### config.mk
export PLATFORM = sky130hd
export DESIGN_NAME = metp_queue
export DESIGN_NICKNAME = d
export VERILOG_FILES = /design/src/design/metp_pkg.sv /design/src/design/metp_queue.sv
export SDC_FILE = /design/constraint.sdc
export NUM_CORES = 1
export LEC_CHECK = 0
export ABC_AREA = 0
export BUFFER_PORTS_ARGS = -buffer_cell sky130_fd_sc_hd__buf_2
export CORE_MARGIN = 10
export CORE_UTILIZATION = 56
export CTS_CLUSTER_DIAMETER = 80
export DETAILED_ROUTE_END_ITERATION = 10
export PLACE_DENSITY_LB_ADDON = 0.12
export RECOVER_POWER = 50
export SETUP_SLACK_MARGIN = 0.15
export SYNTH_ARGS = -nofsm -noshare
export SYNTH_HDL_FRONTEND = slang
export SYNTH_SLANG_ARGS = --single-unit
### constraint.sdc
create_clock -name clk -period 7.76 [get_ports clk]
set_clock_uncertainty 0.15 [all_clocks]
set_input_delay 1.94 -clock clk [delete_from_list [all_inputs] [get_ports clk]]
set_output_delay 1.94 -clock clk [all_outputs]
set_load 0.005 [all_outputs]
### src/design/metp_pkg.sv
`timescale 1ns / 1ps
// shared types and constants for the mandelbrot escape-time pixel block
// no dependencies

package metp_pkg;

	// register file layout
	localparam int ITER_BITS     = 8;
	localparam int SCALE_BITS    = 16;
	localparam int CENTER_BITS   = 8;
	localparam int REG_IDX_BITS  = 3;
	localparam int CFG_DATA_BITS = 16;

	typedef logic [REG_IDX_BITS-1:0] metp_reg_idx_t;

	localparam metp_reg_idx_t REG_MAX_ITER   = 3'd0;
	localparam metp_reg_idx_t REG_SCALE_X    = 3'd1;
	localparam metp_reg_idx_t REG_SCALE_Y    = 3'd2;
	localparam metp_reg_idx_t REG_CENTER_COL = 3'd3;
	localparam metp_reg_idx_t REG_CENTER_ROW = 3'd4;

	localparam logic [ITER_BITS-1:0]   RST_MAX_ITER   = 8'd60;
	localparam logic [SCALE_BITS-1:0]  RST_SCALE_X    = 16'd40;
	localparam logic [SCALE_BITS-1:0]  RST_SCALE_Y    = 16'd40;
	localparam logic [CENTER_BITS-1:0] RST_CENTER_COL = 8'd120;
	localparam logic [CENTER_BITS-1:0] RST_CENTER_ROW = 8'd40;

	localparam logic [7:0] RESULT_TOP = 8'd255;

	// digit width of the multiplier lanes
	localparam int MUL_DIGIT = 16;

	// coordinate queue between mapper and iterator
	localparam int QUEUE_DEPTH = 2;
	localparam int QUEUE_AW    = 1;

	typedef struct packed {
		logic [ITER_BITS-1:0]   max_iterations;
		logic [SCALE_BITS-1:0]  scale_x;
		logic [SCALE_BITS-1:0]  scale_y;
		logic [CENTER_BITS-1:0] center_col;
		logic [CENTER_BITS-1:0] center_row;
	} metp_cfg_t;

	typedef struct packed {
		logic full;
		logic empty;
	} metp_qstat_t;

	typedef enum logic [1:0] {
		F_IDLE,
		F_DIV,
		F_PUSH
	} metp_front_state_t;

	typedef enum logic [2:0] {
		B_IDLE,
		B_GO,
		B_MUL,
		B_CHK,
		B_UPD
	} metp_back_state_t;

	typedef enum logic [1:0] {
		L_IDLE,
		L_RUN,
		L_FIN
	} metp_lane_state_t;

endpackage

### src/design/metp_queue.sv
`timescale 1ns / 1ps
// short fifo of mapped points between the front and back ends
// depends on metp_pkg

module metp_queue import metp_pkg::*; #(
	parameter int WIDTH = 64
) (
	input  logic             clk,
	input  logic             arst_n,
	input  logic             push,
	input  logic [WIDTH-1:0] push_data,
	input  logic             pop,
	output logic [WIDTH-1:0] pop_data,
	output metp_qstat_t      stat
);

	logic [WIDTH-1:0]    mem_q [QUEUE_DEPTH];
	logic [QUEUE_AW-1:0] wr_ptr_q;
	logic [QUEUE_AW-1:0] rd_ptr_q;
	logic [QUEUE_AW:0]   count_q;

	assign pop_data   = mem_q[rd_ptr_q];
	assign stat.full  = count_q == (QUEUE_AW+1)'(QUEUE_DEPTH);
	assign stat.empty = count_q == '0;

	always_ff @(posedge clk or negedge arst_n) begin
		if (!arst_n) begin
			wr_ptr_q <= '0;
			rd_ptr_q <= '0;
			count_q  <= '0;
		end else begin
			if (push) wr_ptr_q <= wr_ptr_q + QUEUE_AW'(1);
			if (pop)  rd_ptr_q <= rd_ptr_q + QUEUE_AW'(1);
			unique case ({push, pop})
				2'b10:   count_q <= count_q + (QUEUE_AW+1)'(1);
				2'b01:   count_q <= count_q - (QUEUE_AW+1)'(1);
				default: count_q <= count_q;
			endcase
		end
	end

	always_ff @(posedge clk) begin
		if (push) mem_q[wr_ptr_q] <= push_data;
	end

endmodule

==> flow_summary.json, run 1 <==
{
  "required_ps": 5670,
  "relSlewSlack": -0.3986,
  "rsz0062_at_grt": "no",
  "clockRootBuffer": "clkbuf_8",
  "synth_compound_area_frac": 0,
  "cp-startpoint": "rd_ptr_q",
  "avgRoutedWirePerCell_um": 18.94,
  "layout.cells.non_filler": 484,
  "cts.htree.levels": 4,
  "syn_area_per_cell_um2": 23.30,
  "yosysSeqAreaShare": 0.7874,
  "track_usage": 0.1410,
  "end_kind": "output port",
  "netlist_area_um2": 5009,
  "cts_hold_buf": 0,
  "num_rows": 34,
  "synth_top_cell_by_area": "edfxtp_1",
  "die-area_um2": 13130,
  "dp_cells": 451,
  "min_path_type": "flip-flop to flip-flop",
  "firstDrtPassIters": 4,
  "grt_max_degree": 66,
  "cpPeakStageDelay_ps": 1190,
  "drv_slew": 33,
  "synth_top_family_by_area": "multiplexers",
  "gp_congestion": 0.6811,
  "num_io_pins": 134,
  "power_density_nw_per_um2": 382.8,
  "crit_chain": "mux2_2 -> buf_2",
  "n_fill_cell": 559,
  "hold_viol_final": 0,
  "tns_ps": 0,
  "path_clk_slew_ps": 60,
  "synth.distinct_cells": 13,
  "gr-total-overflow": 0,
  "cts_setup_buffers": 0,
  "drt-vias-per-instance": 5.033,
  "fmax_ghz": 0.2298,
  "grt_pass1_vias": 2720,
  "ff2ff_setup_slack_ps": 4610,
  "final_common_cell": "edfxtp_1",
  "syn_to_final_growth_pct": 26.28,
  "synth_edf_count": 128,
  "ant_nets": 0,
  "worst-path-max-fanout": 65,
  "clkSinkCount": 132,
  "final_cell_mix": "128 x edfxtp_1, 98 x buf_2, 50 x mux2_4",
  "core_area_um2": 8721,
  "synth_seq_cells": 132,
  "netlist.area_leader.share": 0.7674,
  "die_w_um": 114.6,
  "drc": 0,
  "ys_warn_count": 0,
  "multi_input_area_um2": 996.0,
  "vias": 2436,
  "synthXorXnorAreaFrac": 0.008743,
  "synthTopCellsByArea": "edfxtp_1 77%, mux2_4 15%, mux2_2 3.1%",
  "die_y_um": 114.6,
  "regArea_um2": 3948,
  "drv_cap": 1,
  "fin_crit_sh": 0.5608,
  "final_nets": 431,
  "violations": "capacitance limit, slew limit",
  "drive_gt1_frac": 0.5214,
  "setup_viol": 0,
  "startpoint_type": "flip-flop",
  "cts.path.max_buffers": 2,
  "tritoncts": "done",
  "leakagePower_nw": 2.478,
  "peakVddDrop_mv": 0.3876,
  "synthMuxAreaShare": 0.1814,
  "grt_antenna_before_repair": 2,
  "outcome": "finished with violations",
  "arrival_ps": 2260,
  "worstReg2RegEnd": "mem_q[1][44]",
  "grt_pass1_wl_mm": 14.13,
  "crit_end": "pop_data[63]",
  "cts_buffers": 17,
  "synth_cells": 215,
  "place_hpwl_mm": 6.240,
  "synth-adder-area-share": 0.002498,
  "slowest_stage": "dfrtp_4",
  "clk_latency_ps": 500,
  "worst_pin_slew_ps": 2097,
  "syn-num-nets": 284,
  "synth_simple_gate_area_frac": 0.004746,
  "start_util": 0.5743,
  "first_iter_violations": 139,
  "r2r-start": "wr_ptr_q",
  "routed_wl_mm": 9.167,
  "async_flop_share": 0.03030,
  "period_minus_slack_ps": 4352,
  "ctsResizeCount": 0,
  "io_buffers": 133,
  "crit_type": "flip-flop to output port",
  "ys.flop_type": "edfxtp_1",
  "r2r_cells": 2
}
state kept, by name, summed over array words and instances, names as in the netlist:
register,count
count_q,2
mem_q,128
rd_ptr_q,1
wr_ptr_q,1
per-layer routing:
layer | global-route usage | routed length (um) | vias to the layer above
met1 | 0.1451 | 3421 | 1199
met5 | 0 | 0 | -
li1 | - | - | 1144
met3 | 0.08124 | 907 | 6
met2 | 0.2374 | 4780 | 87
met4 | 0.04261 | 57 | 0
worst min path at each step:
stage / start / end / slack (ps) / cells after the start
finish: count_q[1] / count_q[1] / 340 / 1
global route: count_q[1] / count_q[1] / 360 / 1
CTS: count_q[1] / count_q[1] / 340 / 1
detailed placement: count_q[1] / count_q[1] / 330 / 1
global placement: count_q[1] / count_q[1] / 330 / 1
floorplan: wr_ptr_q / wr_ptr_q / 310 / 1
power by group:
part | switching [W] | leakage, nW | total [W] | internal (W)
clock | 0.000276 | 0.285 | 0.000793 | 0.000517
sequential | 0.000124 | 1.25 | 0.00108 | 0.000951
combinational | 0.000207 | 0.945 | 0.000553 | 0.000345
total | 0.000608 | 2.48 | 0.00242 | 0.00181
critical path: cells and delay by family (launching register included):
kind	cells	cell delay, ps
buffers and inverters	1	130
DFF	1	1190
muxes	1	420
through the flow:
| stage | instance area [um^2] | power, W | worst slack, ps | utilization | hold WS, ps |
|---|---|---|---|---|---|
| floorplan | 5009 | 0.001440 | 2439 | - | 305.5 |
| global placement | 5764 | 0.001650 | 3823 | 0.6610 | 326.0 |
| detailed placement | 5764 | 0.001659 | 3822 | 0.6610 | 327.6 |
| CTS | 6365 | 0.002459 | 3350 | 0.7298 | 338.5 |
| global route | 6322 | 0.002538 | 3180 | 0.7250 | 359.4 |
| finish | 6325 | 0.002421 | 3408 | 0.7253 | 338.6 |
Yosys cell counts, types with 2 or more instances:
cell	instances
buf_6	6
dfrtp_1	4
edfxtp_1	128
mux2_2	14
mux2_4	50
nor2_1	3
xnor2_1	2
xor2_1	3
layout make-up:
class / count / area share
inverter: 1 / 0.0005935
antenna: 2 / 0.0007913
clock buffer: 17 / 0.06548
timing repair buffer: 135 / 0.1007
multi-input combinational: 75 / 0.1575
clock inverter: 14 / 0.02948
sequential: 132 / 0.6241
tap: 108 / 0.02137
cell families (layout without fill, tap and decap cells):
kind of cell  Yosys count  after routing
simple gates            5              5
xor+xnor                5              5
mux                    64             64
buf+inv                 8            167
fa+ha+maj               1              1
flops                 132            132
other cells             0              2
Power figures use the tool's default switching activity.
==> run 2: changes to the inputs <==
--- a/config.mk
+++ b/config.mk
@@ -8,7 +8,7 @@
 export ABC_AREA = 0
 export BUFFER_PORTS_ARGS = -buffer_cell sky130_fd_sc_hd__buf_2
 export CORE_MARGIN = 10
-export CORE_UTILIZATION = 56
+export CORE_UTILIZATION = 52
 export CTS_CLUSTER_DIAMETER = 80
 export DETAILED_ROUTE_END_ITERATION = 10
 export PLACE_DENSITY_LB_ADDON = 0.12
==> constraint.sdc (replaced) <==
create_clock -name clk -period 4.6 [get_ports clk]
set_clock_uncertainty 0.15 [all_clocks]
set_input_delay 1.15 -clock clk [delete_from_list [all_inputs] [get_ports clk]]
set_output_delay 1.15 -clock clk [all_outputs]
set_load 0.005 [all_outputs]
==> flow_summary.json, run 2 (synthesis gave the netlist of run 1 again) <==
{
  "outcome": "finished with violations",
  "violations": "capacitance limit, slew limit",
  "clk_latency_ps": 500,
  "num_io_pins": 134,
  "grt_antenna_before_repair": 1,
  "tns_ps": 0,
  "swShare": 0.2599,
  "largest_reg_flops": 128,
  "final_common_cell": "edfxtp_1",
  "syn_to_final_growth_pct": 26.43,
  "relSlewSlack": -0.6995,
  "avgRoutedWirePerCell_um": 18.49,
  "pwr-share-seq": 0.449,
  "core_area_um2": 9328,
  "cp-startpoint": "rd_ptr_q",
  "fin_area_um2": 6332,
  "grt_pass1_vias": 2760,
  "period_minus_slack_ps": 3569,
  "start_util": 0.5370,
  "dpl-instance-area_um2": 5811,
  "peakVddDrop_mv": 0.3953,
  "tritoncts": "done",
  "grt_max_degree": 66,
  "first_iter_violations": 149,
  "crit_type": "flip-flop to output port",
  "final_nets": 432,
  "path_clk_slew_ps": 60,
  "grt_pass1_wl_mm": 14.88,
  "drv_cap": 1,
  "min_path_type": "input port to async pin",
  "fin_util": 0.6789,
  "end_kind": "output port",
  "cts.path.max_buffers": 2,
  "final_cell_mix": "128 x edfxtp_1, 97 x buf_2, 50 x mux2_4",
  "largest_register": "mem_q",
  "num_rows": 35,
  "comb_power_share": 0.234,
  "worstReg2RegEnd": "mem_q[0][6]",
  "intPower_w": 0.002985,
  "dp_cells": 473,
  "clockRootBuffer": "clkbuf_8",
  "drc": 0,
  "hold_viol_final": 0,
  "gr-total-overflow": 0,
  "gp_congestion": 0.7201,
  "fin_crit_sh": 0.7758,
  "die-area_um2": 13960,
  "layout.cells.non_filler": 505,
  "antenna_cells": 0,
  "leakagePower_nw": 2.466,
  "crit_end": "pop_data[44]",
  "ant_nets": 0,
  "ctsResizeCount": 0,
  "place_hpwl_mm": 6.391,
  "cts_setup_buffers": 0,
  "fmax_ghz": 0.2802,
  "power_density_nw_per_um2": 636.9,
  "die_w_um": 118.1,
  "startpoint_type": "flip-flop",
  "ff2ff_setup_slack_ps": 1510,
  "die_y_um": 118.1,
  "cts_buffers": 17,
  "routed_wl_mm": 9.336,
  "io_buffers": 133,
  "multi_input_area_um2": 988.4,
  "p_clk_frac": 0.317,
  "arrival_ps": 2270,
  "drv_slew": 28,
  "vias": 2431,
  "setup_viol": 0,
  "hold_slack_ps": 328.1,
  "required_ps": 3300,
  "drive_gt1_frac": 0.5186,
  "cts_hold_buf": 0,
  "n_fill_cell": 661,
  "track_usage": 0.1372,
  "p_switching_w": 0.001048,
  "r2r-start": "wr_ptr_q",
  "worst-path-max-fanout": 65,
  "reg_top3": "mem_q x128, count_q x2",
  "firstDrtPassIters": 4,
  "r2r_cells": 2,
  "rsz0062_at_grt": "no",
  "drt-vias-per-instance": 4.814,
  "worst_pin_slew_ps": 2540,
  "cts.htree.levels": 4,
  "clkSinkCount": 132,
  "regArea_um2": 3948
}
==> run 2: through the flow <==
step                      worst slack, ps  power, W
after global placement               1549  0.002797
final                                1031  0.004033
after floorplan                      1178  0.002424
after detailed placement             1534  0.002814
after global routing                845.4  0.004240
after CTS                           983.2  0.004103
==> run 2: final cells by class <==
class | count | area share
multi-input cells | 75 | 0.1561
inverters | 1 | 0.0005928
well taps | 129 | 0.02549
flip-flops and latches | 132 | 0.6234
clock inverters | 13 | 0.02332
clock buffers | 19 | 0.06817
repair buffers | 136 | 0.1029
==> run 2: layer usage <==
metal / GRT usage / up-vias / share of wire
met5: 0 / - / 0.0017
met4: 0.06028 / 2 / 0.017
met3: 0.06188 / 16 / 0.084
met2: 0.2295 / 93 / 0.51
met1: 0.1470 / 1171 / 0.39
li1: - / 1149 / -
==> run 2: power groups by stage <==
stage,clock network [W],logic (W),registers [W]
detailed placement,0,0.000974,0.00184
floorplan,0,0.000744,0.00168
global route,0.00136,0.00103,0.00185
global placement,0,0.000968,0.00183
finish,0.00128,0.000943,0.00181
CTS,0.00131,0.000978,0.00182
==> run 2: critical path: stages, from the launching register on <==
cell,delay [ps]
dfrtp_4,1180
mux2_2,430
buf_2,130
==> run 2: worst min path at each step <==
stage | from | end | cells past startpoint
CTS | arst_n | count_q[1] | 1
global placement | count_q[1] | count_q[1] | 1
floorplan | count_q[1] | count_q[1] | 1
global route | arst_n | count_q[1] | 1
detailed placement | count_q[1] | count_q[1] | 1
finish | arst_n | count_q[1] | 1
