`config.mk`:
```
export PLATFORM = sky130hd
export DESIGN_NAME = metp_back
export DESIGN_NICKNAME = d
export VERILOG_FILES = /design/src/design/metp_pkg.sv /design/src/design/metp_mul_lane.sv /design/src/design/metp_back.sv
export SDC_FILE = /design/constraint.sdc
export NUM_CORES = 2
export LEC_CHECK = 0
export ABC_CLOCK_PERIOD_IN_PS = 21600
export BUFFER_PORTS_ARGS = -buffer_cell sky130_fd_sc_hd__buf_2
export CELL_PAD_IN_SITES_DETAIL_PLACEMENT = 0
export CELL_PAD_IN_SITES_GLOBAL_PLACEMENT = 1
export CORE_UTILIZATION = 45
export DETAILED_ROUTE_END_ITERATION = 8
export PLACE_DENSITY = 0.73
export SETUP_SLACK_MARGIN = 0.1
export SLEW_MARGIN = 20
export SYNTH_ARGS = -nofsm -noshare
export SYNTH_HDL_FRONTEND = slang
export SYNTH_SLANG_ARGS = --single-unit
```
`constraint.sdc`:
```
create_clock -name clk -period 21.6 [get_ports clk]
set_input_delay 1.08 -clock clk [delete_from_list [all_inputs] [get_ports clk]]
set_output_delay 1.08 -clock clk [all_outputs]
set_load 0.02 [all_outputs]
```
`src/design/metp_pkg.sv`:
```
`timescale 1ns / 1ps
// shared types and constants for the mandelbrot escape-time pixel block
// no dependencies

package metp_pkg;

	// register file layout
	localparam int ITER_BITS     = 8;
	localparam int SCALE_BITS    = 16;
	localparam int CENTER_BITS   = 8;
	localparam int REG_IDX_BITS  = 3;
	localparam int CFG_DATA_BITS = 16;

	typedef logic [REG_IDX_BITS-1:0] metp_reg_idx_t;

	localparam metp_reg_idx_t REG_MAX_ITER   = 3'd0;
	localparam metp_reg_idx_t REG_SCALE_X    = 3'd1;
	localparam metp_reg_idx_t REG_SCALE_Y    = 3'd2;
	localparam metp_reg_idx_t REG_CENTER_COL = 3'd3;
	localparam metp_reg_idx_t REG_CENTER_ROW = 3'd4;

	localparam logic [ITER_BITS-1:0]   RST_MAX_ITER   = 8'd60;
	localparam logic [SCALE_BITS-1:0]  RST_SCALE_X    = 16'd40;
	localparam logic [SCALE_BITS-1:0]  RST_SCALE_Y    = 16'd40;
	localparam logic [CENTER_BITS-1:0] RST_CENTER_COL = 8'd120;
	localparam logic [CENTER_BITS-1:0] RST_CENTER_ROW = 8'd40;

	localparam logic [7:0] RESULT_TOP = 8'd255;

	// digit width of the multiplier lanes
	localparam int MUL_DIGIT = 16;

	// coordinate queue between mapper and iterator
	localparam int QUEUE_DEPTH = 2;
	localparam int QUEUE_AW    = 1;

	typedef struct packed {
		logic [ITER_BITS-1:0]   max_iterations;
		logic [SCALE_BITS-1:0]  scale_x;
		logic [SCALE_BITS-1:0]  scale_y;
		logic [CENTER_BITS-1:0] center_col;
		logic [CENTER_BITS-1:0] center_row;
	} metp_cfg_t;

	typedef struct packed {
		logic full;
		logic empty;
	} metp_qstat_t;

	typedef enum logic [1:0] {
		F_IDLE,
		F_DIV,
		F_PUSH
	} metp_front_state_t;

	typedef enum logic [2:0] {
		B_IDLE,
		B_GO,
		B_MUL,
		B_CHK,
		B_UPD
	} metp_back_state_t;

	typedef enum logic [1:0] {
		L_IDLE,
		L_RUN,
		L_FIN
	} metp_lane_state_t;

endpackage

```
`src/design/metp_mul_lane.sv`:
```
`timescale 1ns / 1ps
// signed fixed-point multiplier lane: magnitude times one digit per cycle,
// then truncation, saturation and sign; depends on metp_pkg

module metp_mul_lane import metp_pkg::*; #(
	parameter int FRACTION_BITS = 24
) (
	input  logic                             clk,
	input  logic                             arst_n,
	input  logic                             start,
	input  logic signed [FRACTION_BITS+7:0]  a,
	input  logic signed [FRACTION_BITS+7:0]  b,
	output logic                             done,
	output logic signed [FRACTION_BITS+7:0]  res
);

	localparam int W  = FRACTION_BITS + 8;
	localparam int M  = FRACTION_BITS + 7;
	localparam int D  = MUL_DIGIT;
	localparam int ND = (M + D - 1) / D;
	localparam int PW = M + ND * D;
	localparam int CW = $clog2(ND);

	metp_lane_state_t state_q, state_d;

	logic [CW-1:0]       cnt_q;
	logic [M-1:0]        a_q;
	logic [ND*D-1:0]     b_q;
	logic [M+D-1:0]      acc_q;
	logic [(ND-1)*D-1:0] lo_q;
	logic                neg_q;
	logic signed [W-1:0] res_q;

	logic [W-1:0]        abs_a;
	logic [W-1:0]        abs_b;
	logic [M+D-1:0]      pp;
	logic [M+D-1:0]      acc_d;
	logic [ND*D-1:0]     lo_cat;
	logic [PW-1:0]       prod;
	logic [M-1:0]        q_mag;
	logic [W-1:0]        res_c;
	logic                last;

	assign abs_a = a[W-1] ? W'(-a) : W'(a);
	assign abs_b = b[W-1] ? W'(-b) : W'(b);

	assign pp     = (M+D)'(a_q) * (M+D)'(b_q[D-1:0]);
	assign acc_d  = (acc_q >> D) + pp;
	// low digit of the accumulator retires into the low product bits
	assign lo_cat = {acc_q[D-1:0], lo_q};
	assign prod   = {acc_q, lo_q};
	assign q_mag  = (|prod[PW-1:FRACTION_BITS+M]) ? {M{1'b1}} :
	                prod[FRACTION_BITS+M-1:FRACTION_BITS];
	assign res_c  = neg_q ? W'(-{1'b0, q_mag}) : {1'b0, q_mag};
	assign last   = cnt_q == CW'(ND - 1);
	assign res    = res_q;

	always_comb begin
		state_d = state_q;
		unique case (state_q)
			L_IDLE:  if (start) state_d = L_RUN;
			L_RUN:   if (last) state_d = L_FIN;
			L_FIN:   state_d = L_IDLE;
			default: state_d = L_IDLE;
		endcase
	end

	always_comb begin
		done = state_q == L_FIN;
	end

	always_ff @(posedge clk or negedge arst_n) begin
		if (!arst_n) begin
			state_q <= L_IDLE;
			cnt_q   <= '0;
		end else begin
			state_q <= state_d;
			if (state_q == L_RUN) cnt_q <= cnt_q + CW'(1);
			else                  cnt_q <= '0;
		end
	end

	always_ff @(posedge clk) begin
		unique case (state_q)
			L_IDLE: begin
				if (start) begin
					a_q   <= abs_a[M-1:0];
					b_q   <= (ND*D)'(abs_b[M-1:0]);
					acc_q <= '0;
					neg_q <= a[W-1] ^ b[W-1];
				end
			end
			L_RUN: begin
				acc_q <= acc_d;
				lo_q  <= lo_cat[ND*D-1:D];
				b_q   <= b_q >> D;
			end
			L_FIN: begin
				res_q <= res_c;
			end
			default: ;
		endcase
	end

endmodule

```
`src/design/metp_back.sv`:
```
`timescale 1ns / 1ps
// back end: iterates z = z^2 + c on three multiplier lanes and forms the result
// depends on metp_pkg and metp_mul_lane

module metp_back import metp_pkg::*; #(
	parameter int FRACTION_BITS = 24
) (
	input  logic                          clk,
	input  logic                          arst_n,
	input  logic [ITER_BITS-1:0]          max_iterations,
	input  metp_qstat_t                   qstat,
	input  logic [2*(FRACTION_BITS+8)-1:0] pop_data,
	output logic                          pop,
	output logic                          done,
	output logic [7:0]                    escape_value
);

	localparam int W = FRACTION_BITS + 8;
	localparam int M = FRACTION_BITS + 7;

	localparam logic signed [W:0]   SUM_MAX = {2'b00, {M{1'b1}}};
	localparam logic signed [W:0]   SUM_MIN = -SUM_MAX;
	localparam logic signed [W-1:0] FX_FOUR = {8'd4, {FRACTION_BITS{1'b0}}};

	function automatic logic signed [W:0] sx(input logic signed [W-1:0] v);
		return {v[W-1], v};
	endfunction

	function automatic logic signed [W-1:0] sat_sum(input logic signed [W:0] s);
		priority if (s > SUM_MAX) return SUM_MAX[W-1:0];
		else if (s < SUM_MIN)     return SUM_MIN[W-1:0];
		else                      return s[W-1:0];
	endfunction

	metp_back_state_t state_q, state_d;

	logic signed [W-1:0]  c1_q, c2_q;
	logic signed [W-1:0]  x1_q, x2_q;
	logic signed [W-1:0]  mag_q, dif_q, dbl_q;
	logic [ITER_BITS-1:0] idx_q;
	logic                 done_q;
	logic [7:0]           esc_q;

	logic                 lane_start;
	logic [2:0]           lane_done;
	logic signed [W-1:0]  s1, s2, pr;
	logic                 escaped;
	logic                 finish;
	logic [7:0]           final_val;
	logic [7:0]           result;

	metp_mul_lane #(.FRACTION_BITS(FRACTION_BITS)) u_lane_re (
		.clk(clk), .arst_n(arst_n), .start(lane_start),
		.a(x1_q), .b(x1_q), .done(lane_done[0]), .res(s1)
	);

	metp_mul_lane #(.FRACTION_BITS(FRACTION_BITS)) u_lane_im (
		.clk(clk), .arst_n(arst_n), .start(lane_start),
		.a(x2_q), .b(x2_q), .done(lane_done[1]), .res(s2)
	);

	metp_mul_lane #(.FRACTION_BITS(FRACTION_BITS)) u_lane_cross (
		.clk(clk), .arst_n(arst_n), .start(lane_start),
		.a(x1_q), .b(x2_q), .done(lane_done[2]), .res(pr)
	);

	// squares of the current z give both the escape test and the next step
	assign escaped   = mag_q >= FX_FOUR;
	assign final_val = RESULT_TOP - {1'b0, mag_q[W-2:FRACTION_BITS]};
	assign finish    = (max_iterations == '0) || escaped ||
	                   ((idx_q + ITER_BITS'(1)) == max_iterations);

	always_comb begin
		priority if (max_iterations == '0) result = final_val;
		else if (escaped)                  result = idx_q;
		else                               result = final_val;
	end

	always_comb begin
		state_d = state_q;
		unique case (state_q)
			B_IDLE:  if (!qstat.empty) state_d = B_GO;
			B_GO:    state_d = B_MUL;
			B_MUL:   if (&lane_done) state_d = B_CHK;
			B_CHK:   state_d = B_UPD;
			B_UPD:   state_d = finish ? B_IDLE : B_GO;
			default: state_d = B_IDLE;
		endcase
	end

	always_comb begin
		pop        = (state_q == B_IDLE) && !qstat.empty;
		lane_start = state_q == B_GO;
	end

	assign done         = done_q;
	assign escape_value = esc_q;

	always_ff @(posedge clk or negedge arst_n) begin
		if (!arst_n) begin
			state_q <= B_IDLE;
			done_q  <= 1'b0;
		end else begin
			state_q <= state_d;
			done_q  <= (state_q == B_UPD) && finish;
		end
	end

	always_ff @(posedge clk) begin
		unique case (state_q)
			B_IDLE: begin
				if (!qstat.empty) begin
					c1_q  <= pop_data[2*W-1:W];
					c2_q  <= pop_data[W-1:0];
					// the first step from z = 0 lands exactly on c
					x1_q  <= pop_data[2*W-1:W];
					x2_q  <= pop_data[W-1:0];
					idx_q <= '0;
				end
			end
			B_CHK: begin
				mag_q <= sat_sum(sx(s1) + sx(s2));
				dif_q <= sat_sum(sx(s1) - sx(s2));
				dbl_q <= sat_sum({pr, 1'b0});
			end
			B_UPD: begin
				if (finish) begin
					esc_q <= result;
				end else begin
					x1_q  <= sat_sum(sx(dif_q) + sx(c1_q));
					x2_q  <= sat_sum(sx(dbl_q) + sx(c2_q));
					idx_q <= idx_q + ITER_BITS'(1);
				end
			end
			default: ;
		endcase
	end

endmodule

```
==> out/qor.csv <==
stage,metric,value,unit
run_status,status,completed,
route,drt_wl_total,209000,um
route,drt-pass1-iter-count,6,
setup_path,crit_start,u_lane_im.a_q[16],
timing,setup-tns-final,0,ns
floorplan,rows,153,
clock_tree,cts.htree.levels,3,
setup_path,worstReg2RegStart,u_lane_im.a_q[16],
synthesis,synth_compound_area_frac,0.0677,
timing,setup_slack,13.46,ns
clock_tree,cts_buffers,73,
floorplan,die_y,421,um
timing,fin_worst_skew,0.0316,ns
layout,fin_area,0.0842,mm2
timing,slew_violations,0,
synthesis,synth_nets,10100,
placement,hpwl,162000,um
clock_tree,post_cts_resized,0,
grt,grt_usage,0.242,
grt,grt_pass1_wl,334000,um
floorplan,ioPinCount,86,
timing,slew_headroom,0.315,
route,ant_nets,0,
setup_path,cp_max_fo,16,
grt,grt_max_degree,73,
route,avgViaCountPerCell,5.27,
min_path,hp-class,input pin to asynchronous set/reset pin,
timing,clock.fmax,0.123,GHz
flow_run,cap_violations,0,
placement,post-place-ws,13.53,ns
floorplan,die_area,0.177,mm2
timing,worst_pin_slew,1.03,ns
synthesis,synth.ff_latch_count,627,
timing,rsz0062_at_grt,no,
grt,grt-ovfl-total,0,
floorplan,core,0.174,mm2
timing,final-hold-violation-count,0,
setup_path,cp-start-kind,register,
route,dr_total_vias,55200,
synthesis,synthAdderAreaFrac,0.408,
synthesis,synthArstFlopShare,0.0207,
placement,place_area,0.0818,mm2
route,drc,0,
clock_tree,hold_buffers,0,
synthesis,synthSimpleGateAreaFrac,0.155,
setup_path,cp_data_arrival_time,8.54,ns
synthesis,ys_types,79,
synthesis,yosys_warnings,0,
clock_tree,cts_setup_buffers,0,
setup_path,cp-end-kind,register,
synthesis,synth_top_family_by_area,adder cells,
clock_tree,clock-root-buffer,clkbuf_16,
route,drt_first_iter_violations,3700,
synthesis,syn-instance-count,8195,
placement,port_buffers,84,
setup_path,crit_required,21.99,ns
setup_path,critPathKind,register to register,
grt,antenna_found_initial,10,
timing,setup-violations-final,0,
layout,synthToLayoutAreaGrowth,6.53,%
layout,fin_nets,9943,
synthesis,syn_area,0.0790,mm2
clock_tree,clkLatencyLatePin,0.68,ns
timing,fin_crit_sh,0.377,
clock_tree,clock_path_buffers,3,
route,wl_per_cell,20.0,um
layout,fin_cells,10500,
clock_tree,clock_sinks,627,
synthesis,synth_ff_type,edfxtp_1,
synthesis,yosysSeqAreaShare,0.237,
floorplan,die_x,421,um
synthesis,synth_xor_area_frac,0.0310,
synthesis,synth.area.mux_share,0.000522,
placement,gp_congestion,0.884,
grt,grt_pass1_vias,58300,
layout,final_cell_mix,"1,738 x inv_1, 1,303 x fa_1, 1,053 x nand2_1",
layout,drive_gt1_frac,0.0470,
clock_tree,cts_tree,done,
floorplan,initial_utilization,0.454,
placement,dp_cells,10300,
synthesis,synth-edff-count,614,
layout,final_common_cell,inv_1,
timing,finalCriticalPeriod,8.14,ns
synthesis,syn_area_per_cell,9.64,um2
clock_tree,clk_pin_slew,0.06,ns
## worst max-delay path, stage by stage, from the launching register on
cell	delay [ns]
edfxtp_1	0.74
and2_1	0.35
fa_1	0.53
inv_1	0.05
fa_1	0.46
fa_1	0.51
inv_1	0.05
fa_1	0.51
fa_1	0.50
inv_1	0.05
fa_1	0.47
inv_1	0.04
ha_1	0.29
a21o_1	0.19
a21o_1	0.17
a21o_1	0.20
a221o_1	0.39
or3b_2	0.44
o211ai_1	0.37
a31oi_1	0.30
o211ai_1	0.46
o21ai_0	0.23
a211oi_1	0.34
xnor2_1	0.16
nor2_1	0.05
## final timing paths
path / cells past startpoint / endpoint / slack (ns)
min in group clk: 1 / u_lane_cross.cnt_q / 0.42
max in group asynchronous: 1 / u_lane_re.state_q[1] / 20.98
worst min-delay path: 1 / done / 0.31
worst max register to register: 24 / u_lane_im.acc_q[45] / 13.46
worst min register to register: 1 / u_lane_cross.cnt_q / 0.42
worst max-delay path: 24 / u_lane_im.acc_q[45] / 13.46
## layer usage
layer / part of all wire / vias up / track usage
met5: 0 / - / 0
met4: 0.036 / 0 / 0.0816
met3: 0.051 / 289 / 0.0246
met2: 0.47 / 1497 / 0.395
met1: 0.44 / 28300 / 0.337
li1: - / 25100 / -
## metrics by stage
stage | hold slack (ns) | utilization
floorplan | 0.402 | -
global placement | 0.410 | 0.469
detailed placement | 0.417 | 0.469
CTS | 0.296 | 0.483
global route | 0.320 | 0.483
finish | 0.312 | 0.483
## synthesized netlist by cell type, drive strengths merged, types with 122 or more instances
| library cell | n | area share |
|---|---|---|
| inv | 1738 | 0.083 |
| fa | 1303 | 0.33 |
| nand2 | 1054 | 0.050 |
| and2 | 627 | 0.050 |
| edfxtp | 614 | 0.23 |
| ha | 488 | 0.077 |
| nor2 | 469 | 0.022 |
| clkbuf | 363 | 0.017 |
| a21oi | 239 | 0.015 |
| xnor2 | 163 | 0.018 |
| o21ai | 129 | 0.0082 |
| a21o | 122 | 0.012 |
## cells by family (layout without fill, tap and decap cells)
| group | after synthesis | count (layout) |
|---|---|---|
| compound gates | 809 | 809 |
| xor+xnor | 280 | 280 |
| fa+ha+maj | 1799 | 1799 |
| buf+inv | 2105 | 2042 |
| flops | 627 | 627 |
| mux | 4 | 4 |
| other cells | 1 | 11 |
| simple gates | 2570 | 2570 |
## area by class of cell
cell class	count	area (um2)
multi-input combinational	5463	52500
clock inverter	47	455
timing repair buffer	173	1090
tap	2325	2910
inverter	1738	6520
fill	16300	90000
antenna	10	25.0
sequential	627	18800
clock buffer	84	1910
## flip-flops by register name, indices dropped and copies added (netlist names), 32 cells and up
register and cells:
u_lane_im.acc_q 39, u_lane_cross.acc_q 39, c1_q 32, dbl_q 32
x1_q 32, dif_q 32, x2_q 32, u_lane_cross.res 32
u_lane_re.acc_q 39, c2_q 32
Power is not shown: default switching activity piles up to over one toggle a cycle in this logic, so the estimate is an artifact.
