==> config.mk <==
export PLATFORM = sky130hd
export DESIGN_NAME = metp_front
export DESIGN_NICKNAME = d
export VERILOG_FILES = /design/src/design/metp_pkg.sv /design/src/design/metp_div.sv /design/src/design/metp_front.sv
export SDC_FILE = /design/constraint.sdc
export NUM_CORES = 1
export LEC_CHECK = 0
export BUFFER_PORTS_ARGS = -buffer_cell sky130_fd_sc_hd__buf_2
export CORE_MARGIN = 3
export CORE_UTILIZATION = 63
export CTS_CLUSTER_SIZE = 10
export DETAILED_ROUTE_END_ITERATION = 8
export GPL_ROUTABILITY_DRIVEN = 1
export HOLD_SLACK_MARGIN = 0.15
export MAX_ROUTING_LAYER = met4
export PLACE_DENSITY = 0.87
export SLEW_MARGIN = 40
export SYNTH_ARGS = -nofsm -noshare
export SYNTH_HDL_FRONTEND = slang
export SYNTH_SLANG_ARGS = --single-unit
==> constraint.sdc <==
create_clock -name clk -period 7.74 [get_ports clk]
set_input_delay 0 -clock clk [delete_from_list [all_inputs] [get_ports clk]]
set_output_delay 0 -clock clk [all_outputs]
set_load 0.05 [all_outputs]
==> src/design/metp_pkg.sv <==
`timescale 1ns / 1ps
// shared types and constants for the mandelbrot escape-time pixel block
// no dependencies

package metp_pkg;

	// register file layout
	localparam int ITER_BITS     = 8;
	localparam int SCALE_BITS    = 16;
	localparam int CENTER_BITS   = 8;
	localparam int REG_IDX_BITS  = 3;
	localparam int CFG_DATA_BITS = 16;

	typedef logic [REG_IDX_BITS-1:0] metp_reg_idx_t;

	localparam metp_reg_idx_t REG_MAX_ITER   = 3'd0;
	localparam metp_reg_idx_t REG_SCALE_X    = 3'd1;
	localparam metp_reg_idx_t REG_SCALE_Y    = 3'd2;
	localparam metp_reg_idx_t REG_CENTER_COL = 3'd3;
	localparam metp_reg_idx_t REG_CENTER_ROW = 3'd4;

	localparam logic [ITER_BITS-1:0]   RST_MAX_ITER   = 8'd60;
	localparam logic [SCALE_BITS-1:0]  RST_SCALE_X    = 16'd40;
	localparam logic [SCALE_BITS-1:0]  RST_SCALE_Y    = 16'd40;
	localparam logic [CENTER_BITS-1:0] RST_CENTER_COL = 8'd120;
	localparam logic [CENTER_BITS-1:0] RST_CENTER_ROW = 8'd40;

	localparam logic [7:0] RESULT_TOP = 8'd255;

	// digit width of the multiplier lanes
	localparam int MUL_DIGIT = 16;

	// coordinate queue between mapper and iterator
	localparam int QUEUE_DEPTH = 2;
	localparam int QUEUE_AW    = 1;

	typedef struct packed {
		logic [ITER_BITS-1:0]   max_iterations;
		logic [SCALE_BITS-1:0]  scale_x;
		logic [SCALE_BITS-1:0]  scale_y;
		logic [CENTER_BITS-1:0] center_col;
		logic [CENTER_BITS-1:0] center_row;
	} metp_cfg_t;

	typedef struct packed {
		logic full;
		logic empty;
	} metp_qstat_t;

	typedef enum logic [1:0] {
		F_IDLE,
		F_DIV,
		F_PUSH
	} metp_front_state_t;

	typedef enum logic [2:0] {
		B_IDLE,
		B_GO,
		B_MUL,
		B_CHK,
		B_UPD
	} metp_back_state_t;

	typedef enum logic [1:0] {
		L_IDLE,
		L_RUN,
		L_FIN
	} metp_lane_state_t;

endpackage

==> src/design/metp_div.sv <==
`timescale 1ns / 1ps
// restoring radix-2 divider, one quotient bit per cycle, saturating quotient
// depends on metp_pkg

module metp_div import metp_pkg::*; #(
	parameter int NUM_W = 32,
	parameter int MAG_W = 31
) (
	input  logic                  clk,
	input  logic                  arst_n,
	input  logic                  start,
	input  logic [NUM_W-1:0]      num,
	input  logic [SCALE_BITS-1:0] den,
	output logic                  done,
	output logic [MAG_W-1:0]      quo
);

	localparam int CW = $clog2(NUM_W);

	logic                  run_q;
	logic [CW-1:0]         cnt_q;
	logic [NUM_W-1:0]      sh_q;
	logic [SCALE_BITS-1:0] rem_q;
	logic [SCALE_BITS-1:0] den_q;

	logic [SCALE_BITS:0]   trial;
	logic                  ge;
	logic [SCALE_BITS:0]   diff;

	assign trial = {rem_q, sh_q[NUM_W-1]};
	assign ge    = trial >= {1'b0, den_q};
	assign diff  = trial - {1'b0, den_q};
	assign done  = run_q && (cnt_q == CW'(NUM_W - 1));

	// quotient bits above the fixed-point range clip to full scale
	assign quo = (|sh_q[NUM_W-1:MAG_W]) ? {MAG_W{1'b1}} : sh_q[MAG_W-1:0];

	always_ff @(posedge clk or negedge arst_n) begin
		if (!arst_n) begin
			run_q <= 1'b0;
			cnt_q <= '0;
		end else if (start) begin
			run_q <= 1'b1;
			cnt_q <= '0;
		end else if (run_q) begin
			run_q <= !done;
			cnt_q <= cnt_q + CW'(1);
		end
	end

	always_ff @(posedge clk) begin
		if (start) begin
			sh_q  <= num;
			rem_q <= '0;
			den_q <= den;
		end else if (run_q) begin
			sh_q  <= {sh_q[NUM_W-2:0], ge};
			rem_q <= ge ? diff[SCALE_BITS-1:0] : trial[SCALE_BITS-1:0];
		end
	end

endmodule

==> src/design/metp_front.sv <==
`timescale 1ns / 1ps
// front end: takes a pixel beat and maps it to the fixed-point point c
// depends on metp_pkg and metp_div

module metp_front import metp_pkg::*; #(
	parameter int COORD_BITS    = 8,
	parameter int FRACTION_BITS = 24
) (
	input  logic                    clk,
	input  logic                    arst_n,
	input  logic                    start,
	output logic                    busy,
	input  logic [COORD_BITS-1:0]   pixel_col,
	input  logic [COORD_BITS-1:0]   pixel_row,
	input  metp_cfg_t               cfg,
	input  metp_qstat_t             qstat,
	output logic                    push,
	output logic [2*(FRACTION_BITS+8)-1:0] push_data
);

	localparam int W     = FRACTION_BITS + 8;
	localparam int M     = FRACTION_BITS + 7;
	localparam int PB    = ((COORD_BITS > CENTER_BITS) ? COORD_BITS : CENTER_BITS) + 1;
	localparam int NUM_W = PB - 1 + FRACTION_BITS;

	metp_front_state_t state_q, state_d;

	logic                  div_start;
	logic                  done_x;
	logic                  done_y;
	logic [M-1:0]          quo_x;
	logic [M-1:0]          quo_y;
	logic [PB-1:0]         dx;
	logic [PB-1:0]         dy;
	logic [PB-1:0]         ndx;
	logic [PB-1:0]         ndy;
	logic [PB-2:0]         mag_x;
	logic [PB-2:0]         mag_y;
	logic [NUM_W-1:0]      num_x;
	logic [NUM_W-1:0]      num_y;
	logic [SCALE_BITS-1:0] den_x;
	logic [SCALE_BITS-1:0] den_y;
	logic                  neg_x_q;
	logic                  neg_y_q;
	logic [W-1:0]          c1;
	logic [W-1:0]          c2;

	assign dx = {{(PB-COORD_BITS){1'b0}}, pixel_col} - {{(PB-CENTER_BITS){1'b0}}, cfg.center_col};
	assign dy = {{(PB-COORD_BITS){1'b0}}, pixel_row} - {{(PB-CENTER_BITS){1'b0}}, cfg.center_row};
	assign ndx = -dx;
	assign ndy = -dy;
	assign mag_x = dx[PB-1] ? ndx[PB-2:0] : dx[PB-2:0];
	assign mag_y = dy[PB-1] ? ndy[PB-2:0] : dy[PB-2:0];
	assign num_x = {mag_x, {FRACTION_BITS{1'b0}}};
	assign num_y = {mag_y, {FRACTION_BITS{1'b0}}};

	// a zero scale divides by one
	assign den_x = (cfg.scale_x == '0) ? SCALE_BITS'(1) : cfg.scale_x;
	assign den_y = (cfg.scale_y == '0) ? SCALE_BITS'(1) : cfg.scale_y;

	metp_div #(.NUM_W(NUM_W), .MAG_W(M)) u_div_x (
		.clk    (clk),
		.arst_n (arst_n),
		.start  (div_start),
		.num    (num_x),
		.den    (den_x),
		.done   (done_x),
		.quo    (quo_x)
	);

	metp_div #(.NUM_W(NUM_W), .MAG_W(M)) u_div_y (
		.clk    (clk),
		.arst_n (arst_n),
		.start  (div_start),
		.num    (num_y),
		.den    (den_y),
		.done   (done_y),
		.quo    (quo_y)
	);

	assign c1 = neg_x_q ? W'(-{1'b0, quo_x}) : {1'b0, quo_x};
	assign c2 = neg_y_q ? W'(-{1'b0, quo_y}) : {1'b0, quo_y};
	assign push_data = {c1, c2};

	always_comb begin
		state_d = state_q;
		unique case (state_q)
			F_IDLE: if (start) state_d = F_DIV;
			F_DIV:  if (done_x && done_y) state_d = F_PUSH;
			F_PUSH: if (!qstat.full) state_d = F_IDLE;
			default: state_d = F_IDLE;
		endcase
	end

	always_comb begin
		busy      = state_q != F_IDLE;
		div_start = (state_q == F_IDLE) && start;
		push      = (state_q == F_PUSH) && !qstat.full;
	end

	always_ff @(posedge clk or negedge arst_n) begin
		if (!arst_n) begin
			state_q <= F_IDLE;
		end else begin
			state_q <= state_d;
		end
	end

	always_ff @(posedge clk) begin
		if (div_start) begin
			neg_x_q <= dx[PB-1];
			neg_y_q <= dy[PB-1];
		end
	end

endmodule

==> results of run 1 <==
## cells by family (layout without fill, tap and decap cells)
| logic type | count (synthesis) | after routing | share of synthesized area |
|---|---|---|---|
| multiplexers | 76 | 76 | 0.0776 |
| buffers and inverters | 149 | 281 | 0.0571 |
| flip-flops | 144 | 144 | 0.352 |
| adder cells (fa/ha/maj) | 60 | 60 | 0.0795 |
| AO/OA/AOI/OAI | 293 | 293 | 0.185 |
| AND/OR/NAND/NOR | 384 | 384 | 0.184 |
| XOR/XNOR | 73 | 73 | 0.0651 |
## critical path, stage by stage, from the launching register on
cell,delay [ns]
edfxtp_1,0.36
buf_4,0.27
or2_2,0.34
inv_1,0.06
ha_1,0.15
or3b_2,0.49
or3_4,0.36
or4_4,0.53
or2_4,0.30
or4_4,0.49
a21o_1,0.19
a21oi_1,0.13
buf_2,0.30
## path summary, 6_finish.rpt
| kind | start | endpoint | slack (ns) | cells past startpoint |
|---|---|---|---|---|
| worst max register to register | u_div_y.sh_q[31] | u_div_y.rem_q[6] | 4.21 | 10 |
| worst max-delay path | u_div_y.sh_q[31] | push_data[30] | 3.34 | 12 |
| min in group asynchronous | arst_n | u_div_y.cnt_q[3] | 0.73 | 3 |
| worst min-delay path | pixel_row[0] | u_div_y.sh_q[24] | 0.17 | 4 |
| worst min register to register | u_div_x.rem_q[14] | u_div_x.rem_q[15] | 0.50 | 2 |
| max in group asynchronous | arst_n | u_div_y.run_q | 6.56 | 3 |
## registers in the layout (all words and copies together) (netlist names)
signal	cells
u_div_x.run_q	1
u_div_y.rem_q	16
state_q	2
u_div_y.run_q	1
u_div_y.den_q	16
u_div_y.cnt_q	5
u_div_x.den_q	16
neg_y_q	1
neg_x_q	1
u_div_x.sh_q	32
u_div_x.cnt_q	5
u_div_y.sh_q	32
u_div_x.rem_q	16
## layout by cell type, fill, tap and decap left out, drive strengths merged, types with 36 or more instances in the layout
cell and n:
inv 68, xor2 37, nor2 157, edfxtp 50, dlygate4sd3 40, xnor2 36
nand3 38, nand2 66, dfxtp 80, buf 143, mux2i 75, ha 56
o21ai 97, a21oi 74
## layout make-up
cell class / count / area (sq um) / area share
clock buffers: 17 / 425 / 0.0369
clock inverters: 15 / 184 / 0.0159
inverters: 66 / 249 / 0.0216
multi-input cells: 886 / 5820 / 0.504
flip-flops and latches: 144 / 3460 / 0.299
well taps: 188 / 235 / 0.0204
repair buffers: 183 / 1180 / 0.102
## metrics by stage
| step | hold slack, ns | std cells |
|---|---|---|
| after CTS | 0.169 | 1497 |
| after global routing | 0.208 | 1499 |
| after floorplan | -0.296 | 1179 |
| final | 0.168 | 1499 |
| after detailed placement | -0.0875 | 1425 |
| after global placement | -0.0916 | 1424 |
## per-layer routing
layer / wire, um / global-route usage / vias up
met5: 0 / - / -
met1: 10300 / 0.373 / 4312
li1: - / - / 4470
met3: 1400 / 0.0537 / 42
met4: 537 / 0.0920 / 0
met2: 11700 / 0.470 / 321
## what timing repair did
| action | in CTS | in global routing |
|---|---|---|
| hold buffers | 40 | 0 |
| gates resized for setup | 0 | 0 |
| setup buffers | 0 | 0 |
| endpoints found under the hold margin | 52 | 0 |
## where the power goes
part | total [uW] | switching (uW) | leakage [uW] | internal [uW]
logic | 2650 | 1690 | 0.00342 | 965
clock network | 848 | 337 | 0.000291 | 511
registers | 1430 | 319 | 0.00130 | 1110
total | 4930 | 2340 | 0.00501 | 2590
==> results.sh, run 1 <==
export IMPL_avgSynthCellArea_sq_um=8.33
export IMPL_total_power_uw=4930
export IMPL_critPathRequiredTime_ns=7.74
export IMPL_antenna_cells=0
export IMPL_timing_max_cap_violations=0
export IMPL_path_max_fanout=46
export IMPL_yosysTopAreaCell="dfxtp_1"
export IMPL_cts_buffer_depth=2
export IMPL_async_reset_ff_frac=0.0972
export IMPL_clkSlewWorstSetupHoldPaths_ns=0.06
export IMPL_cts_max_level=4
export IMPL_fill_cells=1089
export IMPL_cp_start_kind="register"
export IMPL_ys_top_cells_by_area="dfxtp_1 16%, edfxtp_1 15%, mux2i_1 7.6%"
export IMPL_arrival_ns=4.40
export IMPL_wl_per_cell_um=16.0
export IMPL_clock_skew_ns=0.0106
export IMPL_dpl_hpwl_mm=16.0
export IMPL_initial_core_util=0.646
export IMPL_synthCells=1179
export IMPL_antenna_found_initial=0
export IMPL_outcome="completed"
export IMPL_design_area_sq_mm=0.0115
export IMPL_hp_class="in -> reg"
export IMPL_track_usage=0.291
export IMPL_ys_types=65
export IMPL_die_h_um=131
export IMPL_gp_congestion=0.901
export IMPL_finalSetupViolCount=0
export IMPL_cp_end_kind="primary output"
export IMPL_yosys_warnings=0
export IMPL_drc_errors=0
export IMPL_ys_seq_area_frac=0.352
export IMPL_synth_edf_count=50
export IMPL_post_route_cells_drive_above_1_share=0.150
export IMPL_die_w_um=131
export IMPL_cts_made_buffers=17
export IMPL_hold_viol=0
export IMPL_drtIter0Drc=600
export IMPL_synth_area_sq_mm=0.00982
export IMPL_fin_setup_tns_ns=0
export IMPL_clk_latency_ns=0.42
export IMPL_crit_type="reg -> out"
export IMPL_power_density_mw_per_mm2=427
export IMPL_grt_max_degree=73
export IMPL_cts_root_buf="clkbuf_16"
export IMPL_synth_top_area_frac=0.163
export IMPL_area_growth_syn_to_layout_pct=17.5
export IMPL_dp_slack_ns=3.81
export IMPL_tightestPinTransition_ns=0.749
export IMPL_drt_first_pass_iters=5
export IMPL_max_freq_mhz=227
export IMPL_nets=1435
export IMPL_rows=45
export IMPL_antenna_left=0
export IMPL_slew_violations=0
export IMPL_ios=143
export IMPL_synth_top_cells_by_count="157 x nor2_1, 97 x o21ai_0, 80 x dfxtp_1, 75 x mux2i_1, 74 x a21oi_1"
export IMPL_min_period_ns=4.40
export IMPL_core_sq_mm=0.0152
export IMPL_totalWireLength_mm=24.0
export IMPL_vias=9145
export IMPL_ys_ff_latch=144
export IMPL_slew_limit_headroom=0.501
export IMPL_port_buffers=133
export IMPL_overflow=0
export IMPL_worst_slack_ns=3.34
export IMPL_yosys_most_used_dff="dfxtp_1"
export IMPL_place_area_sq_mm=0.0105
export IMPL_fin_crit_sh=0.568
export IMPL_peakVddDrop_uv=463
export IMPL_fin_util=0.759
export IMPL_cts_sinks=144
export IMPL_cts_tree="done"
export IMPL_rsz0062_at_grt="no"
export IMPL_via_per_inst=6.10
export IMPL_p_leak_uw=0.00501
export IMPL_yosysMostFrequentCell="nor2_1"
export IMPL_grt_pass1_wl_mm=39.4
export IMPL_first_global_vias=8358
export IMPL_syn_nets=1316
export IMPL_die_area_sq_mm=0.0171
Note: power is estimated with default switching activity, not from simulation.
==> run 2: changes to the inputs <==
- ABC_AREA: unset -> 1
- CORE_UTILIZATION: 63 -> 54
- PLACE_DENSITY: 0.87 -> 0.78
- clock period: 7.74 -> 3.81 ns (I/O delays scaled with it)
==> results.sh, run 2 <==
export IMPL_outcome="completed"
export IMPL_antenna_found_initial=0
export IMPL_drt_first_pass_iters=7
export IMPL_totalWireLength_mm=26.0
export IMPL_hold_viol=0
export IMPL_finalSetupViolCount=0
export IMPL_grt_pass1_wl_mm=44.4
export IMPL_initial_core_util=0.556
export IMPL_ys_types=48
export IMPL_synthCells=1587
export IMPL_syn_nets=1724
export IMPL_synth_area_sq_mm=0.0110
export IMPL_hp_class="in -> reg"
export IMPL_yosys_most_used_dff="dfxtp_1"
export IMPL_area_growth_syn_to_layout_pct=15.4
export IMPL_arrival_ns=2.96
export IMPL_antenna_cells=0
export IMPL_grt_max_degree=43
export IMPL_clk_latency_ns=0.43
export IMPL_track_usage=0.245
export IMPL_avgSynthCellArea_sq_um=6.91
export IMPL_fin_setup_tns_ns=0
export IMPL_p_clk_frac=0.137
export IMPL_first_global_vias=10023
export IMPL_core_sq_mm=0.0197
export IMPL_overflow=0
export IMPL_cts_tree="done"
export IMPL_cp_end_kind="primary output"
export IMPL_cts_buffer_depth=2
export IMPL_ios=143
export IMPL_ys_ff_latch=144
export IMPL_via_per_inst=5.23
export IMPL_synth_top_cells_by_count="445 x nand2_1, 246 x inv_1, 111 x nand3_1, 104 x nor2_1, 80 x dfxtp_1"
export IMPL_drtIter0Drc=500
export IMPL_p_seq_frac=0.237
export IMPL_path_max_fanout=23
export IMPL_rsz0062_at_grt="no"
export IMPL_synth_top_area_frac=0.152
export IMPL_p_comb_frac=0.626
export IMPL_design_area_sq_mm=0.0126
export IMPL_power_density_mw_per_mm2=913
export IMPL_port_buffers=133
export IMPL_cts_max_level=4
export IMPL_p_leak_uw=0.00653
export IMPL_cts_root_buf="clkbuf_16"
export IMPL_yosysTopAreaCell="nand2_1"
export IMPL_die_h_um=148
export IMPL_yosysMostFrequentCell="nand2_1"
export IMPL_critPathRequiredTime_ns=3.81
export IMPL_reg_largest_list="u_div_x.sh_q: 32 flops, u_div_y.sh_q: 32 flops"
export IMPL_vias=10431
export IMPL_drc_errors=0
export IMPL_timing_max_cap_violations=0
export IMPL_place_area_sq_mm=0.0117
export IMPL_post_route_cells_drive_above_1_share=0.147
export IMPL_wl_per_cell_um=13.0
export IMPL_mostFrequentLayoutCell="nand2_1"
export IMPL_clock_skew_ns=0.00952
export IMPL_nets=1855
export IMPL_cp_start_kind="register"
export IMPL_yosys_warnings=0
export IMPL_switchingPower_uw=6140
export IMPL_slew_violations=0
export IMPL_tightestPinTransition_ns=0.698
export IMPL_worst_hold_slack_ns=0.154
export IMPL_max_freq_mhz=337
export IMPL_async_reset_ff_frac=0.0972
export IMPL_antenna_left=0
export IMPL_fin_crit_sh=0.778
export IMPL_ys_seq_area_frac=0.315
export IMPL_min_period_ns=2.96
export IMPL_dpl_hpwl_mm=19.0
export IMPL_peakVddDrop_uv=840
export IMPL_synth_edf_count=50
export IMPL_layout_common_cells="445 x nand2_1, 245 x inv_1, 133 x buf_2"
export IMPL_slew_limit_headroom=0.534
export IMPL_total_power_uw=11600
export IMPL_cts_made_buffers=17
export IMPL_switching_share=0.531
export IMPL_crit_type="reg -> out"
export IMPL_rows=51
export IMPL_ys_top_cells_by_area="nand2_1 15%, dfxtp_1 15%, edfxtp_1 14%"
export IMPL_die_area_sq_mm=0.0220
export IMPL_gp_congestion=0.972
export IMPL_clkSlewWorstSetupHoldPaths_ns=0.06
export IMPL_cts_sinks=144
export IMPL_p_int_uw=5410
export IMPL_die_w_um=148
## run 2: power by group through the flow
stage	Sequential (uW)	Clock, uW	Combinational [uW]
final	2740	1580	7230
after global routing	2820	1660	8070
after CTS	2730	1600	7240
after detailed placement	2750	0	7170
after global placement	2740	0	7050
after floorplan	2630	0	5920
## run 2: per-stage QoR
stage	worst slack, ns	util	instances
final	0.845	0.641	1996
after floorplan	1.13	-	1587
after global placement	1.35	0.593	1925
after global routing	0.680	0.641	1996
after detailed placement	1.27	0.594	1926
after CTS	0.860	0.641	1996
## run 2: critical path: stages (launching register included)
cell and delay (ns):
edfxtp_1 0.40, buf_4 0.26, nor2_1 0.19, ha_1 0.17, inv_1 0.04, nor2_1 0.08, nand2_1 0.10, nor2_2 0.23
nand4_2 0.17, nor2_1 0.13, nand2_1 0.08, nand2_2 0.09, nand2_1 0.07, xnor2_1 0.21, buf_2 0.31
## run 2: worst paths after layout
check | slack (ns) | end | cells past startpoint | start
hold / removal | 0.15 | u_div_x.sh_q[24] | 4 | pixel_col[0]
hold reg to reg | 0.46 | u_div_y.rem_q[6] | 2 | u_div_y.rem_q[6]
setup reg to reg | 1.27 | u_div_y.sh_q[23] | 8 | state_q[1]
max in group asynchronous | 2.68 | u_div_x.cnt_q[2] | 3 | arst_n
min in group asynchronous | 0.71 | u_div_y.cnt_q[0] | 3 | arst_n
setup / recovery | 0.85 | push_data[28] | 14 | u_div_y.sh_q[31]
## run 2: per-layer routing
layer  global-route usage  routed length [um]
met5                    -                   0
met4               0.0753                 512
met3               0.0344                1250
met2                0.414               12600
met1                0.305               11600
## run 2: what timing repair did
action / CTS / global route
setup buffers: 0 / 0
resized for setup: 0 / 0
endpoints found under the hold margin: 54 / 0
hold buffers: 38 / 0
setup endpoints to repair: 0 / 0
## run 2: final cells by class
class / instances / area (sq um)
Timing Repair Buffer: 182 / 1140
Sequential cell: 144 / 3450
Multi-Input combinational cell: 1118 / 6220
Clock inverter: 14 / 119
Clock buffer: 18 / 429
Tap cell: 265 / 332
Inverter: 255 / 958
Fill cell: 1763 / 7070
## run 2: cell families (layout without fill, tap and decap cells)
| kind of cell | count (synthesis) | count (layout) | share of synthesized area |
|---|---|---|---|
| xor gates and xnor gates | 64 | 64 | 0.0511 |
| and+or+nand+nor | 825 | 825 | 0.350 |
| buffers and inverters | 325 | 469 | 0.120 |
| AOI/OAI and AO/OA | 169 | 169 | 0.0927 |
| DFF | 144 | 144 | 0.315 |
| adders and majority gates | 60 | 60 | 0.0712 |
==> run 3: changes to the inputs <==
- CORE_UTILIZATION: 54 -> 59
- PLACE_DENSITY: 0.78 -> 0.81
- clock period: 3.81 -> 3.1 ns (I/O delays scaled with it)
==> results.sh, run 3 (same netlist as run 2, synthesis figures left out) <==
export IMPL_outcome="completed"
export IMPL_initial_core_util=0.606
export IMPL_path_max_fanout=18
export IMPL_p_leak_uw=0.00656
export IMPL_cts_root_buf="clkbuf_16"
export IMPL_p_int_uw=6740
export IMPL_p_seq_frac=0.237
export IMPL_peakVddDrop_uv=925
export IMPL_antenna_found_initial=0
export IMPL_cts_sinks=144
export IMPL_tightestPinTransition_ns=0.773
export IMPL_switching_share=0.529
export IMPL_clk_latency_ns=0.43
export IMPL_gp_congestion=0.945
export IMPL_timing_max_cap_violations=0
export IMPL_die_w_um=142
export IMPL_slew_violations=0
export IMPL_drt_first_pass_iters=5
export IMPL_area_growth_syn_to_layout_pct=15.3
export IMPL_via_per_inst=5.37
export IMPL_track_usage=0.269
export IMPL_grt_pass1_wl_mm=44.5
export IMPL_cts_buffer_depth=2
export IMPL_dpl_hpwl_mm=19.2
export IMPL_overflow=0
export IMPL_layout_common_cells="445 x nand2_1, 245 x inv_1, 133 x buf_2"
export IMPL_port_buffers=133
export IMPL_switchingPower_uw=7580
export IMPL_post_route_cells_drive_above_1_share=0.147
export IMPL_cp_start_kind="register"
export IMPL_p_clk_frac=0.138
export IMPL_antenna_left=0
export IMPL_critPathMaxStageDelay_ns=0.53
export IMPL_final_cells=1961
export IMPL_fin_setup_tns_ns=0
export IMPL_hp_class="in -> reg"
export IMPL_cts_tree="done"
export IMPL_critPathRequiredTime_ns=3.10
export IMPL_grt_max_degree=34
export IMPL_drc_errors=0
export IMPL_cp_end_kind="primary output"
export IMPL_hold_viol=0
export IMPL_clock_skew_ns=0.0174
export IMPL_crit_type="reg -> out"
export IMPL_antenna_cells=0
export IMPL_core_sq_mm=0.0181
export IMPL_die_area_sq_mm=0.0203
export IMPL_hold_start="pixel_col[0]"
export IMPL_fin_util=0.699
export IMPL_min_period_ns=2.86
export IMPL_ios=143
export IMPL_power_density_mw_per_mm2=1130
export IMPL_mostFrequentLayoutCell="nand2_1"
export IMPL_hold_buffers=38
export IMPL_startpoint="u_div_y.sh_q[31]"
export IMPL_timing_critical_path_cells="buf_4, nor2_1, nand2_2, nor2_4, nand4_2, nor2_1, nand2_1, nand2_2, nand2_1, xnor2_1, buf_2"
export IMPL_cts_made_buffers=17
export IMPL_nets=1856
export IMPL_clkSlewWorstSetupHoldPaths_ns=0.06
export IMPL_place_area_sq_mm=0.0117
export IMPL_rsz0062_at_grt="no"
export IMPL_r2r_start="u_div_y.sh_q[31]"
export IMPL_wl_per_cell_um=13.4
export IMPL_finalSetupViolCount=0
export IMPL_fin_crit_sh=0.923
export IMPL_p_comb_frac=0.625
export IMPL_critPathSlowestCell="edfxtp_1"
export IMPL_postCtsSetupBuffers=0
export IMPL_die_h_um=142
export IMPL_arrival_ns=2.86
export IMPL_design_area_sq_mm=0.0126
export IMPL_place_inst=1891
export IMPL_first_global_vias=9827
export IMPL_cts_repair_resized=0
export IMPL_vias=10525
export IMPL_reg_largest_list="u_div_x.sh_q: 32 flops, u_div_y.sh_q: 32 flops"
export IMPL_worst_hold_slack_ns=0.187
export IMPL_drtIter0Drc=806
export IMPL_fill_cells=1490
export IMPL_rows=49
export IMPL_slew_limit_headroom=0.484
export IMPL_cts_max_level=4
export IMPL_max_freq_mhz=349
export IMPL_totalWireLength_mm=26.2
==> run 3: changes by cell type in the layout (fill, tap and decap cells not counted), sizes merged <==
cell	delta
clkinvlp	-2
buf	+1
clkbuf	+3
clkinv	-4
inv	+3
==> run 3: critical path: cells and delay by family, from the launching register on <==
kind	cells	cell delay (ns)
simple gates	8	1.10
buf+inv	2	0.59
flops	1	0.53
xor+xnor	1	0.20
==> run 3: cell type report <==
| class | count | area, sq um | share of cell area |
|---|---|---|---|
| multi-input combinational | 1118 | 6220 | 0.492 |
| sequential | 144 | 3450 | 0.273 |
| timing repair buffer | 183 | 1160 | 0.0915 |
| inverter | 255 | 958 | 0.0758 |
| clock buffer | 21 | 462 | 0.0365 |
| tap | 229 | 287 | 0.0227 |
| clock inverter | 11 | 106 | 0.00841 |
==> run 3: worst paths after layout <==
kind,end,slack [ns],cells past startpoint
worst max-delay path,push_data[28],0.24,11
worst min-delay path,u_div_x.sh_q[24],0.19,4
worst max register to register,u_div_y.rem_q[10],0.56,13
worst min register to register,u_div_x.cnt_q[3],0.47,1
max in group asynchronous,state_q[1],1.98,3
min in group asynchronous,u_div_y.cnt_q[2],0.71,3
==> run 3: routing by layer <==
layer	vias to the layer above	GRT usage	routed length (um)
met2	312	0.457	12900
met5	-	-	0
met3	46	0.0329	1330
met4	0	0.0810	508
li1	5360	-	-
met1	4807	0.338	11500
==> run 3: power by group through the flow <==
stage | Clock, uW | Sequential [uW] | Combinational (uW)
floorplan | 0 | 3240 | 7280
CTS | 2000 | 3370 | 8920
global route | 2100 | 3480 | 9950
global placement | 0 | 3380 | 8650
finish | 1970 | 3390 | 8950
detailed placement | 0 | 3400 | 8830
==> run 3: per-stage QoR <==
stage               setup slack, ns  total power (uW)
global placement              0.604             12000
CTS                           0.257             14300
finish                        0.238             14300
detailed placement            0.577             12200
global route                 0.0564             15500
floorplan                     0.418             10500
